File: src/hdl/gvpg_pkg.sv
// Shared types, constants and helper functions for the grid vignette pattern generator.
// No dependencies; the core module takes everything by scoped name.
package gvpg_pkg;

  // Default texture size.
  localparam int DEF_TEX_WIDTH  = 1024;
  localparam int DEF_TEX_HEIGHT = 1024;

  // Field and datapath widths.
  localparam int COORD_W = 12;          // pixel_x, pixel_y
  localparam int WORD_W  = 32;          // pixel_word
  localparam int CFG_W   = 1;           // bgra_order
  localparam int NUM_W   = 29;          // coord * 2^17 + (size - 1)
  localparam int Q_W     = 17;          // Q1.15 coordinate incl. sign, range [-1, +1]
  localparam int SQ_W    = 31;          // square of a Q1.15 value
  localparam int RAD_W   = 32;          // sum of squares, Q2.30
  localparam int ROOT_W  = 16;          // floor root, Q1.15
  localparam int REM_W   = ROOT_W + 1;  // root remainder
  localparam int FADE_W  = 16;
  localparam int CH_W    = 8;

  // Root pipeline: two result bits per stage.
  localparam int SQRT_STAGES = ROOT_W / 2;

  // Grid line geometry.
  localparam int MAJOR_W     = 7;       // major pitch 128
  localparam int MAJOR_THICK = 3;
  localparam int MINOR_W     = 5;       // minor pitch 32

  // Fade constants, Q1.15.
  localparam logic [FADE_W-1:0] FADE_TOP = 16'd39322;   // 1.2
  localparam logic [FADE_W-1:0] FADE_LOW = 16'd11469;   // 0.35
  localparam logic [FADE_W-1:0] FADE_ONE = 16'd32768;   // 1.0
  localparam logic [ROOT_W-1:0] ROOT_KNEE_LOW  = ROOT_W'(FADE_TOP - FADE_LOW);
  localparam logic [ROOT_W-1:0] ROOT_KNEE_HIGH = ROOT_W'(FADE_TOP - FADE_ONE);
  localparam logic [ROOT_W-1:0] ROOT_MAX = 16'd46340;   // floor(sqrt(2) * 2^15)

  localparam logic [CH_W-1:0] ALPHA = 8'hFF;

  typedef enum logic [1:0] {
    CLS_BASE,
    CLS_MINOR,
    CLS_MAJOR
  } pix_cls_t;

  typedef struct packed {
    logic [CH_W-1:0] r;
    logic [CH_W-1:0] g;
    logic [CH_W-1:0] b;
  } rgb_t;

  typedef struct packed {
    logic [RAD_W-1:0]  rad;   // radicand bits not yet consumed, top first
    logic [ROOT_W-1:0] root;
    logic [REM_W-1:0]  rem;
  } sqrt_st_t;

  function automatic rgb_t colour_of(input pix_cls_t cls);
    rgb_t c;
    unique case (cls)
      CLS_MINOR: c = '{r: 8'd56, g: 8'd72,  b: 8'd90};
      CLS_MAJOR: c = '{r: 8'd95, g: 8'd140, b: 8'd175};
      default:   c = '{r: 8'd24, g: 8'd30,  b: 8'd38};
    endcase
    return c;
  endfunction

  // One restoring square-root step: bring down two radicand bits, try a root bit of 1.
  function automatic sqrt_st_t sqrt_step(input sqrt_st_t a);
    logic [REM_W+1:0] rem2;
    logic [REM_W+1:0] trial;
    sqrt_st_t         b;
    rem2  = {a.rem, a.rad[RAD_W-1 -: 2]};
    trial = {1'b0, a.root, 2'b01};
    b.rad = {a.rad[RAD_W-3:0], 2'b00};
    if (rem2 >= trial) begin
      b.rem  = REM_W'(rem2 - trial);
      b.root = {a.root[ROOT_W-2:0], 1'b1};
    end else begin
      b.rem  = REM_W'(rem2);
      b.root = {a.root[ROOT_W-2:0], 1'b0};
    end
    return b;
  endfunction

endpackage

File: src/hdl/grid_vignette_pattern_generator_core.sv
// Grid vignette pattern generator: pixel coordinate in, packed RGBA/BGRA word out.
// Depends on gvpg_pkg for widths, fade constants, colour table and the root step.
//
// Usage
//   Input channel:  in_valid / in_stall with pixel_x, pixel_y. A word is taken at a
//                   rising edge with in_valid high and in_stall low.
//   Output channel: out_valid / out_stall with pixel_word. A word leaves at a rising
//                   edge with out_valid high and out_stall low.
//   Config channel: cfg_valid / cfg_ready with bgra_order; cfg_ready is always high.
//                   Write it only while no word is in flight.
// Timing
//   Fourteen register stages: coordinate divide by reciprocal multiply, rounding
//   correction, squares, sum, eight root stages (two bits each), fade clamp, and the
//   channel scale and pack into the output register. One word per cycle is sustained
//   while out_stall stays low.
// Stall
//   Each stage advances when it is empty or the stage after it advances, so bubbles
//   collapse and words keep entering while the output waits; in_stall rises only when
//   every stage holds a word and out_stall is high. Nothing is dropped or repeated.
// Reset
//   rst (synchronous) clears all stage valid bits and sets bgra_order to 0 (RGBA).
module grid_vignette_pattern_generator_core #(
  parameter int TEX_WIDTH  = gvpg_pkg::DEF_TEX_WIDTH,
  parameter int TEX_HEIGHT = gvpg_pkg::DEF_TEX_HEIGHT
) (
  input  logic                         clk,
  input  logic                         rst,
  input  logic                         in_valid,
  output logic                         in_stall,
  input  logic [gvpg_pkg::COORD_W-1:0] pixel_x,
  input  logic [gvpg_pkg::COORD_W-1:0] pixel_y,
  output logic                         out_valid,
  input  logic                         out_stall,
  output logic [gvpg_pkg::WORD_W-1:0]  pixel_word,
  input  logic                         cfg_valid,
  output logic                         cfg_ready,
  input  logic [gvpg_pkg::CFG_W-1:0]   bgra_order
);

  localparam int NUM_W = gvpg_pkg::NUM_W;
  localparam int Q_W   = gvpg_pkg::Q_W;
  localparam int PROD_W = 2 * NUM_W;
  localparam int CHK_W  = NUM_W + 2;

  // Round(2^16 * c / (size - 1)) = floor(N / D) with N = c * 2^17 + (size - 1),
  // D = 2 * (size - 1). Quotient estimated as N * floor(2^29 / D) >> 29, then one
  // compare fixes the estimate, which is never more than one low.
  localparam logic [NUM_W-1:0] OFS_X = NUM_W'(TEX_WIDTH - 1);
  localparam logic [NUM_W-1:0] OFS_Y = NUM_W'(TEX_HEIGHT - 1);
  localparam logic [NUM_W-1:0] DEN_X = NUM_W'(2 * (TEX_WIDTH - 1));
  localparam logic [NUM_W-1:0] DEN_Y = NUM_W'(2 * (TEX_HEIGHT - 1));
  localparam logic [NUM_W-1:0] RCP_X = NUM_W'((1 << NUM_W) / (2 * (TEX_WIDTH - 1)));
  localparam logic [NUM_W-1:0] RCP_Y = NUM_W'((1 << NUM_W) / (2 * (TEX_HEIGHT - 1)));
  localparam logic [gvpg_pkg::COORD_W:0] LAST_X = (gvpg_pkg::COORD_W + 1)'(TEX_WIDTH - 1);
  localparam logic [gvpg_pkg::COORD_W:0] LAST_Y = (gvpg_pkg::COORD_W + 1)'(TEX_HEIGHT - 1);
  localparam logic [Q_W-1:0] Q_ONE = Q_W'(32768);

  // Stage positions.
  localparam int ST_MUL   = 0;
  localparam int ST_UV    = 1;
  localparam int ST_SQ    = 2;
  localparam int ST_SUM   = 3;
  localparam int ST_ROOT0 = 4;
  localparam int ST_FADE  = ST_ROOT0 + gvpg_pkg::SQRT_STAGES;
  localparam int ST_OUT   = ST_FADE + 1;
  localparam int N_ST     = ST_OUT + 1;

  // ---------------------------------------------------------------- flow control
  logic [N_ST-1:0] vld;
  logic [N_ST-1:0] vld_in;
  logic [N_ST-1:0] en;

  assign vld_in = {vld[N_ST-2:0], in_valid};

  // A stage may load when empty or when its contents move on.
  always_comb begin
    en[N_ST-1] = !vld[N_ST-1] || !out_stall;
    for (int k = N_ST - 2; k >= 0; k--) begin
      en[k] = !vld[k] || en[k+1];
    end
  end

  always_ff @(posedge clk) begin
    if (rst) begin
      vld <= '0;
    end else begin
      for (int k = 0; k < N_ST; k++) begin
        if (en[k]) vld[k] <= vld_in[k];
      end
    end
  end

  assign in_stall  = !en[ST_MUL];
  assign out_valid = vld[ST_OUT];

  // ---------------------------------------------------------------- config
  logic bgra_sel;

  assign cfg_ready = 1'b1;

  always_ff @(posedge clk) begin
    if (rst) begin
      bgra_sel <= 1'b0;
    end else if (cfg_valid && cfg_ready) begin
      bgra_sel <= bgra_order[0];
    end
  end

  // ---------------------------------------------------------------- stage 0
  // Classify the pixel and start the coordinate scaling.
  logic [NUM_W-1:0]  num_x, num_y;
  logic [PROD_W-1:0] prod_x, prod_y;
  logic              is_major, is_minor;
  gvpg_pkg::pix_cls_t cls_in;

  logic [gvpg_pkg::COORD_W-1:0] s0_x, s0_y;
  logic [Q_W-1:0]               s0_qx, s0_qy;
  logic                         s0_satx, s0_saty;
  gvpg_pkg::pix_cls_t           s0_cls;

  assign num_x  = {pixel_x, 17'd0} + OFS_X;
  assign num_y  = {pixel_y, 17'd0} + OFS_Y;
  assign prod_x = PROD_W'(num_x) * PROD_W'(RCP_X);
  assign prod_y = PROD_W'(num_y) * PROD_W'(RCP_Y);

  assign is_major = (pixel_x[gvpg_pkg::MAJOR_W-1:0] < gvpg_pkg::MAJOR_W'(gvpg_pkg::MAJOR_THICK))
                 || (pixel_y[gvpg_pkg::MAJOR_W-1:0] < gvpg_pkg::MAJOR_W'(gvpg_pkg::MAJOR_THICK));
  assign is_minor = (pixel_x[gvpg_pkg::MINOR_W-1:0] == '0)
                 || (pixel_y[gvpg_pkg::MINOR_W-1:0] == '0);

  // Major wins over minor, minor over base.
  always_comb begin
    if (is_major)      cls_in = gvpg_pkg::CLS_MAJOR;
    else if (is_minor) cls_in = gvpg_pkg::CLS_MINOR;
    else               cls_in = gvpg_pkg::CLS_BASE;
  end

  always_ff @(posedge clk) begin
    if (en[ST_MUL]) begin
      s0_x    <= pixel_x;
      s0_y    <= pixel_y;
      s0_qx   <= prod_x[NUM_W +: Q_W];
      s0_qy   <= prod_y[NUM_W +: Q_W];
      s0_satx <= {1'b0, pixel_x} >= LAST_X;   // at or past the last column: +1.0
      s0_saty <= {1'b0, pixel_y} >= LAST_Y;
      s0_cls  <= cls_in;
    end
  end

  // ---------------------------------------------------------------- stage 1
  // Fix the quotient estimate and center it to Q1.15.
  logic [CHK_W-1:0] n1_x, n1_y, chk_x, chk_y;
  logic [Q_W-1:0]   q_x, q_y;

  logic signed [Q_W-1:0] s1_u, s1_v;
  gvpg_pkg::pix_cls_t    s1_cls;

  assign n1_x  = CHK_W'({s0_x, 17'd0}) + CHK_W'(OFS_X);
  assign n1_y  = CHK_W'({s0_y, 17'd0}) + CHK_W'(OFS_Y);
  assign chk_x = CHK_W'(s0_qx) * CHK_W'(DEN_X) + CHK_W'(DEN_X);
  assign chk_y = CHK_W'(s0_qy) * CHK_W'(DEN_Y) + CHK_W'(DEN_Y);
  assign q_x   = s0_qx + Q_W'(n1_x >= chk_x);
  assign q_y   = s0_qy + Q_W'(n1_y >= chk_y);

  always_ff @(posedge clk) begin
    if (en[ST_UV]) begin
      s1_u   <= s0_satx ? Q_ONE : signed'(q_x - Q_ONE);
      s1_v   <= s0_saty ? Q_ONE : signed'(q_y - Q_ONE);
      s1_cls <= s0_cls;
    end
  end

  // ---------------------------------------------------------------- stage 2
  logic signed [2*Q_W-1:0]      uu, vv;
  logic [gvpg_pkg::SQ_W-1:0]    s2_uu, s2_vv;
  gvpg_pkg::pix_cls_t           s2_cls;

  assign uu = s1_u * s1_u;
  assign vv = s1_v * s1_v;

  always_ff @(posedge clk) begin
    if (en[ST_SQ]) begin
      s2_uu  <= uu[gvpg_pkg::SQ_W-1:0];
      s2_vv  <= vv[gvpg_pkg::SQ_W-1:0];
      s2_cls <= s1_cls;
    end
  end

  // ---------------------------------------------------------------- stage 3
  logic [gvpg_pkg::RAD_W-1:0] s3_rad;
  gvpg_pkg::pix_cls_t         s3_cls;

  always_ff @(posedge clk) begin
    if (en[ST_SUM]) begin
      s3_rad <= gvpg_pkg::RAD_W'(s2_uu) + gvpg_pkg::RAD_W'(s2_vv);
      s3_cls <= s2_cls;
    end
  end

  // ---------------------------------------------------------------- root stages
  gvpg_pkg::sqrt_st_t sq     [gvpg_pkg::SQRT_STAGES];
  gvpg_pkg::pix_cls_t sq_cls [gvpg_pkg::SQRT_STAGES];

  for (genvar g = 0; g < gvpg_pkg::SQRT_STAGES; g++) begin : g_root
    gvpg_pkg::sqrt_st_t st_in;
    gvpg_pkg::pix_cls_t cls_src;

    if (g == 0) begin : g_first
      assign st_in   = '{rad: s3_rad, root: '0, rem: '0};
      assign cls_src = s3_cls;
    end else begin : g_rest
      assign st_in   = sq[g-1];
      assign cls_src = sq_cls[g-1];
    end

    always_ff @(posedge clk) begin
      if (en[ST_ROOT0 + g]) begin
        sq[g]     <= gvpg_pkg::sqrt_step(gvpg_pkg::sqrt_step(st_in));
        sq_cls[g] <= cls_src;
      end
    end
  end

  // ---------------------------------------------------------------- fade stage
  logic [gvpg_pkg::ROOT_W-1:0] root;
  logic [gvpg_pkg::FADE_W-1:0] fade_next;
  logic [gvpg_pkg::FADE_W-1:0] fade;
  gvpg_pkg::pix_cls_t          fd_cls;

  assign root = sq[gvpg_pkg::SQRT_STAGES-1].root;

  // Clamp 1.2 - r to [0.35, 1.0].
  always_comb begin
    if (root >= gvpg_pkg::ROOT_KNEE_LOW)       fade_next = gvpg_pkg::FADE_LOW;
    else if (root <= gvpg_pkg::ROOT_KNEE_HIGH) fade_next = gvpg_pkg::FADE_ONE;
    else                                       fade_next = gvpg_pkg::FADE_TOP - root;
  end

  always_ff @(posedge clk) begin
    if (en[ST_FADE]) begin
      fade   <= fade_next;
      fd_cls <= sq_cls[gvpg_pkg::SQRT_STAGES-1];
    end
  end

  // ---------------------------------------------------------------- output stage
  localparam int SCL_W = gvpg_pkg::CH_W + gvpg_pkg::FADE_W;

  gvpg_pkg::rgb_t              colour;
  logic [SCL_W-1:0]            scl_r, scl_g, scl_b;
  logic [gvpg_pkg::CH_W-1:0]   ch_r, ch_g, ch_b;
  logic [gvpg_pkg::WORD_W-1:0] word_next;

  assign colour = gvpg_pkg::colour_of(fd_cls);
  assign scl_r  = SCL_W'(colour.r) * SCL_W'(fade);
  assign scl_g  = SCL_W'(colour.g) * SCL_W'(fade);
  assign scl_b  = SCL_W'(colour.b) * SCL_W'(fade);
  assign ch_r   = scl_r[15 +: gvpg_pkg::CH_W];
  assign ch_g   = scl_g[15 +: gvpg_pkg::CH_W];
  assign ch_b   = scl_b[15 +: gvpg_pkg::CH_W];

  // Alpha on top; red or blue in the low byte as configured.
  assign word_next = bgra_sel ? {gvpg_pkg::ALPHA, ch_r, ch_g, ch_b}
                              : {gvpg_pkg::ALPHA, ch_b, ch_g, ch_r};

  always_ff @(posedge clk) begin
    if (en[ST_OUT]) begin
      pixel_word <= word_next;
    end
  end

  // ---------------------------------------------------------------- checks
  // Input backs up only when every stage holds a word and the output waits.
  a_stall_only_when_full : assert property (@(posedge clk) disable iff (rst)
    in_stall |-> (vld == {N_ST{1'b1}}) && out_stall)
    else $error("input stalled with room in the pipeline");

  a_uv_range : assert property (@(posedge clk) disable iff (rst)
    vld[ST_UV] |-> (s1_u >= -17'sd32768) && (s1_u <= 17'sd32768)
                && (s1_v >= -17'sd32768) && (s1_v <= 17'sd32768))
    else $error("centered coordinate outside [-1, +1]");

  a_root_range : assert property (@(posedge clk) disable iff (rst)
    vld[ST_FADE-1] |-> root <= gvpg_pkg::ROOT_MAX)
    else $error("root beyond sqrt(2)");

  a_fade_range : assert property (@(posedge clk) disable iff (rst)
    vld[ST_OUT-1] |-> (fade >= gvpg_pkg::FADE_LOW) && (fade <= gvpg_pkg::FADE_ONE))
    else $error("fade outside its clamp");

endmodule

File: config.mk
export PLATFORM = sky130hd
export DESIGN_NAME = grid_vignette_pattern_generator_core
export DESIGN_NICKNAME = d
export VERILOG_FILES = /design/src/hdl/gvpg_pkg.sv /design/src/hdl/grid_vignette_pattern_generator_core.sv
export SDC_FILE = /design/constraint.sdc
export NUM_CORES = 2
export LEC_CHECK = 0
export ABC_AREA = 1
export BUFFER_PORTS_ARGS = -buffer_cell sky130_fd_sc_hd__buf_2
export CAP_MARGIN = 5
export CORE_UTILIZATION = 50
export CTS_BUF_LIST = sky130_fd_sc_hd__clkbuf_2 sky130_fd_sc_hd__clkbuf_4 sky130_fd_sc_hd__clkbuf_8
export DETAILED_ROUTE_END_ITERATION = 8
export PLACE_DENSITY_LB_ADDON = 0.08
export SLEW_MARGIN = 20
export SYNTH_ARGS = -nofsm -noshare
export SYNTH_HDL_FRONTEND = slang
export SYNTH_SLANG_ARGS = --single-unit
File: constraint.sdc
create_clock -name clk -period 11.6 [get_ports clk]
set_input_delay 1.74 -clock clk [delete_from_list [all_inputs] [get_ports clk]]
set_output_delay 1.74 -clock clk [all_outputs]
set_load 0.05 [all_outputs]
==> load_flow_metrics.sql <==
INSERT INTO impl_metrics (metric_group, metric, value, unit) VALUES
('floorplanning', 'fp.dieH', '374.1', 'microns'),
('sta', 'maxClockFrequency', '110.8', 'MHz'),
('critical_path', 'critPathCaptureType', 'register', ''),
('run', 'maximum_capacitance_violations', '0', ''),
('place', 'globalplace.congestion', '0.9051', ''),
('sta', 'finalMaxSlewViolations', '0', ''),
('clock_tree', 'reg_clk_slew_reported_paths', '70', 'ps'),
('drt', 'drtPass1Iterations', '6', ''),
('global_routing', 'grt.total_usage', '24.73', '%'),
('critical_path', 'cp-start-kind', 'register', ''),
('global_routing', 'grt_remaining_overflow', '0', ''),
('hold_path', 'hold_wc_path_type', 'reg2reg', ''),
('layout', 'postLayoutCellArea', '73540', 'sq um'),
('critical_path', 'critical_path.most_common_cell', 'inv_1', ''),
('drt', 'route.detailed.drc', '0', ''),
('sta', 'timing_hold_violations_final', '0', ''),
('clock_tree', 'numClockSinks', '562', ''),
('floorplanning', 'floorplan.die_area', '139900', 'sq um'),
('sta', 'finalClockSkew', '63.46', 'ps'),
('critical_path', 'setup.reg_to_reg.worst_slack', '2580', 'ps'),
('synthesis', 'synth_top_area_cell', 'fa_1', ''),
('layout', 'drive_gt1_share', '5.046', '%'),
('global_routing', 'grt_max_degree', '65', ''),
('hold_path', 'hold_path_depth', '0', ''),
('floorplanning', 'core', '137500', 'sq um'),
('sta', 'rsz_0062_raised_after_global_routing', 'false', ''),
('place', 'post_dp_cell_area', '71410', 'sq um'),
('clock_tree', 'cts_hold_buffers', '0', ''),
('sta', 'tns', '0', 'ps'),
('place', 'dp_hpwl', '141500', 'microns'),
('synthesis', 'synth_sequential_area_ratio', '24.17', '%'),
('critical_path', 'regToRegEndpoint', 's1_u[16]', ''),
('clock_tree', 'cts.repair_timing.setup_buffer_count', '0', ''),
('synthesis', 'postSynth.topFlopCell', 'edfxtp_1', ''),
('drt', 'drt-initial-drc-count', '3033', ''),
('clock_tree', 'cts-root-buf', 'clkbuf_8', ''),
('floorplanning', 'ios', '65', ''),
('run_status', 'status', 'complete, no violations', ''),
('synthesis', 'ys_ff_latch', '562', ''),
('global_routing', 'number_of_global_route_vias_before_repair', '52410', ''),
('critical_path', 'critical_path_class', 'reg2reg', ''),
('sta', 'fin_crit_sh', '77.78', '%'),
('synthesis', 'synth.cell_area', '69220', 'sq um'),
('drt', 'finalWirelength', '168000', 'microns'),
('place', 'numPortBuffers', '55', ''),
('critical_path', 'crit_family', 'adder cells', ''),
('sta', 'tightest_slew', '1013', 'ps'),
('clock_tree', 'clock_path_buffers', '3', ''),
('synthesis', 'synth_top_area_share', '25.34', '%'),
('synthesis', 'yosys.cell_types.count', '63', ''),
('global_routing', 'global_route_wire_length_before_repair', '275600', 'microns'),
('critical_path', 'top_fanout_value_on_the_critical_path', '8', ''),
('floorplanning', 'initial_core_utilization', '50.34', '%'),
('drt', 'route.antenna.remaining_nets', '0', ''),
('critical_path', 'ff_to_ff_path_depth', '40', ''),
('sta', 'timing.final.setup_violations', '0', ''),
('floorplanning', 'fp-row-count', '136', ''),
('synthesis', 'post_synth_main_area_contributors', 'fa_1, edfxtp_1, ha_1', ''),
('clock_tree', 'number_of_cts_inserted_buffers', '99', ''),
('drt', 'post_drt_via_cell_ratio', '5.143', ''),
('floorplanning', 'die_width', '374.1', 'microns'),
('clock_tree', 'worstSkewPairLatency', '800', 'ps'),
('clock_tree', 'cts.repair.resized', '0', ''),
('critical_path', 'timing.critical_path.slowest_cell_delay', '680', 'ps'),
('sta', 'fin_crit', '9022', 'ps'),
('synthesis', 'netlist_instances', '7950', ''),
('critical_path', 'critPathArrivalTime', '9500', 'ps'),
('critical_path', 'slowest_stage', 'fa_1', ''),
('layout', 'finalNetCount', '9608', ''),
('critical_path', 'wp_buf_inv', '10', ''),
('synthesis', 'synth_edf_count', '547', ''),
('synthesis', 'syn_avg_cell_area', '8.706', 'sq um'),
('drt', 'wl_per_cell', '16.97', 'microns'),
('layout', 'areaGrowthSynthToFinish', '6.253', '%'),
('critical_path', 'required_time_at_the_worst_slack_endpoint', '12070', 'ps'),
('sta', 'slew_headroom', '32.40', '%'),
('synthesis', 'ys_async_sr_fraction', '0', '%'),
('synthesis', 'ys_warn_count', '0', ''),
('hold_path', 'hp-start', 'sq_cls[3][0]', ''),
('clock_tree', 'cts_tree', 'built', ''),
('hold_path', 'hold-path-endpoint', 'sq_cls[4][0]', ''),
('critical_path', 'r2r_start', 's0_qx[6]', ''),
('global_routing', 'antenna_found_initial', '1', ''),
('clock_tree', 'clock_tree.htree_level_count', '3', ''),
('drt', 'detailroute.via_count', '50920', '');
[through the flow]
stage               hold slack [ps]  setup WS [ps]  std cells  util [%]
global placement              400.2           2641       9716     51.93
floorplan                     400.3          914.0       7960         -
global route                  389.4           1659       9900     53.49
finish                        376.3           2578       9901     53.49
detailed placement            404.5           2526       9716     51.93
CTS                           377.3           2467       9899     53.49
[sequential cells by signal (all words and copies together) (netlist names), 2 cells and up]
register,cells
fade,16
fd_cls,2
g_root.cls_src,2
pixel_word,24
s0_cls,2
s0_qx,17
s0_qy,17
s0_x,12
s0_y,12
s1_cls,2
s1_u,17
s1_v,17
s2_cls,2
s2_uu,30
s2_vv,30
s3_rad,32
sq,295
sq_cls,16
vld,14
[worst max path at each step]
stage	slack, ps	endpoint	cells after the start	start
6_report	2580	s1_u[16]	40	s0_qx[6]
5_1_grt	1660	s1_v[16]	48	s0_qy[6]
4_1_cts	2470	s1_v[16]	49	s0_qy[6]
3_5_place_dp	2530	s1_v[16]	49	s0_qy[6]
3_3_place_gp	2640	s1_u[16]	44	s0_qx[6]
2_1_floorplan	910	in_stall	16	out_stall
[worst register-to-register path, delay by kind of cell, from the launching register on]
kind | cells | cell delay (ps)
AOI/OAI and AO/OA | 6 | 1420
xor gates and xnor gates | 2 | 620
adders and majority gates | 9 | 3890
buffers and inverters | 10 | 730
DFF | 1 | 590
and+or+nand+nor | 13 | 1480
[cells in the final DEF (no fill, tap or decap), types with 55 or more instances in the layout]
cell type     n
nor2_1      542
xnor2_1     119
clkbuf_8     99
ha_1        679
buf_2        55
a21oi_1     383
o21ai_0     246
nand2_1    1604
nor3_1       56
xor2_1      190
fa_1        876
inv_1      1747
nand4_1     111
edfxtp_1    547
nand3_1     321
[kinds of logic after synthesis]
| family | synth area share (%) |
|---|---|
| compound gates | 6.564 |
| xor+xnor | 3.910 |
| fa+ha+maj | 37.61 |
| buf+inv | 10.44 |
| flops | 24.17 |
| other cells | 0.005418 |
| simple gates | 17.30 |
[final cells by class]
class / instances / area (sq um)
Inverter: 1763 / 6619
Multi-Input combinational cell: 5510 / 45300
Clock inverter: 53 / 536.8
Antenna cell: 2 / 5.005
Fill cell: 13040 / 63950
Clock buffer: 130 / 1595
Timing Repair Buffer: 87 / 515.5
Sequential cell: 562 / 16730
Tap cell: 1794 / 2245
[Yosys cell counts, drive strengths merged (34+ instances only)]
cell type  count
inv         1761
xnor2        119
nand2       1646
nand4        111
clkbuf        91
nor3          61
xor2         190
nand3        335
fa           876
edfxtp       547
a21oi        396
nor2         572
o21ai        278
buf           34
ha           679
[metal layers]
layer  track usage, %  up-vias  routed length [microns]  share of wire (%)
li1                 -    25130                        -                  -
met1            33.61    24620                    75960                 45
met2            42.38      946                    82220                 49
met3            2.551      219                     5843                3.5
met4            5.878        0                     3950                2.4
met5                0        -                        0                  0
Power is left out: the tool's default activity adds up to more than one toggle a clock period on the data nets, which glitch-free logic cannot reach.
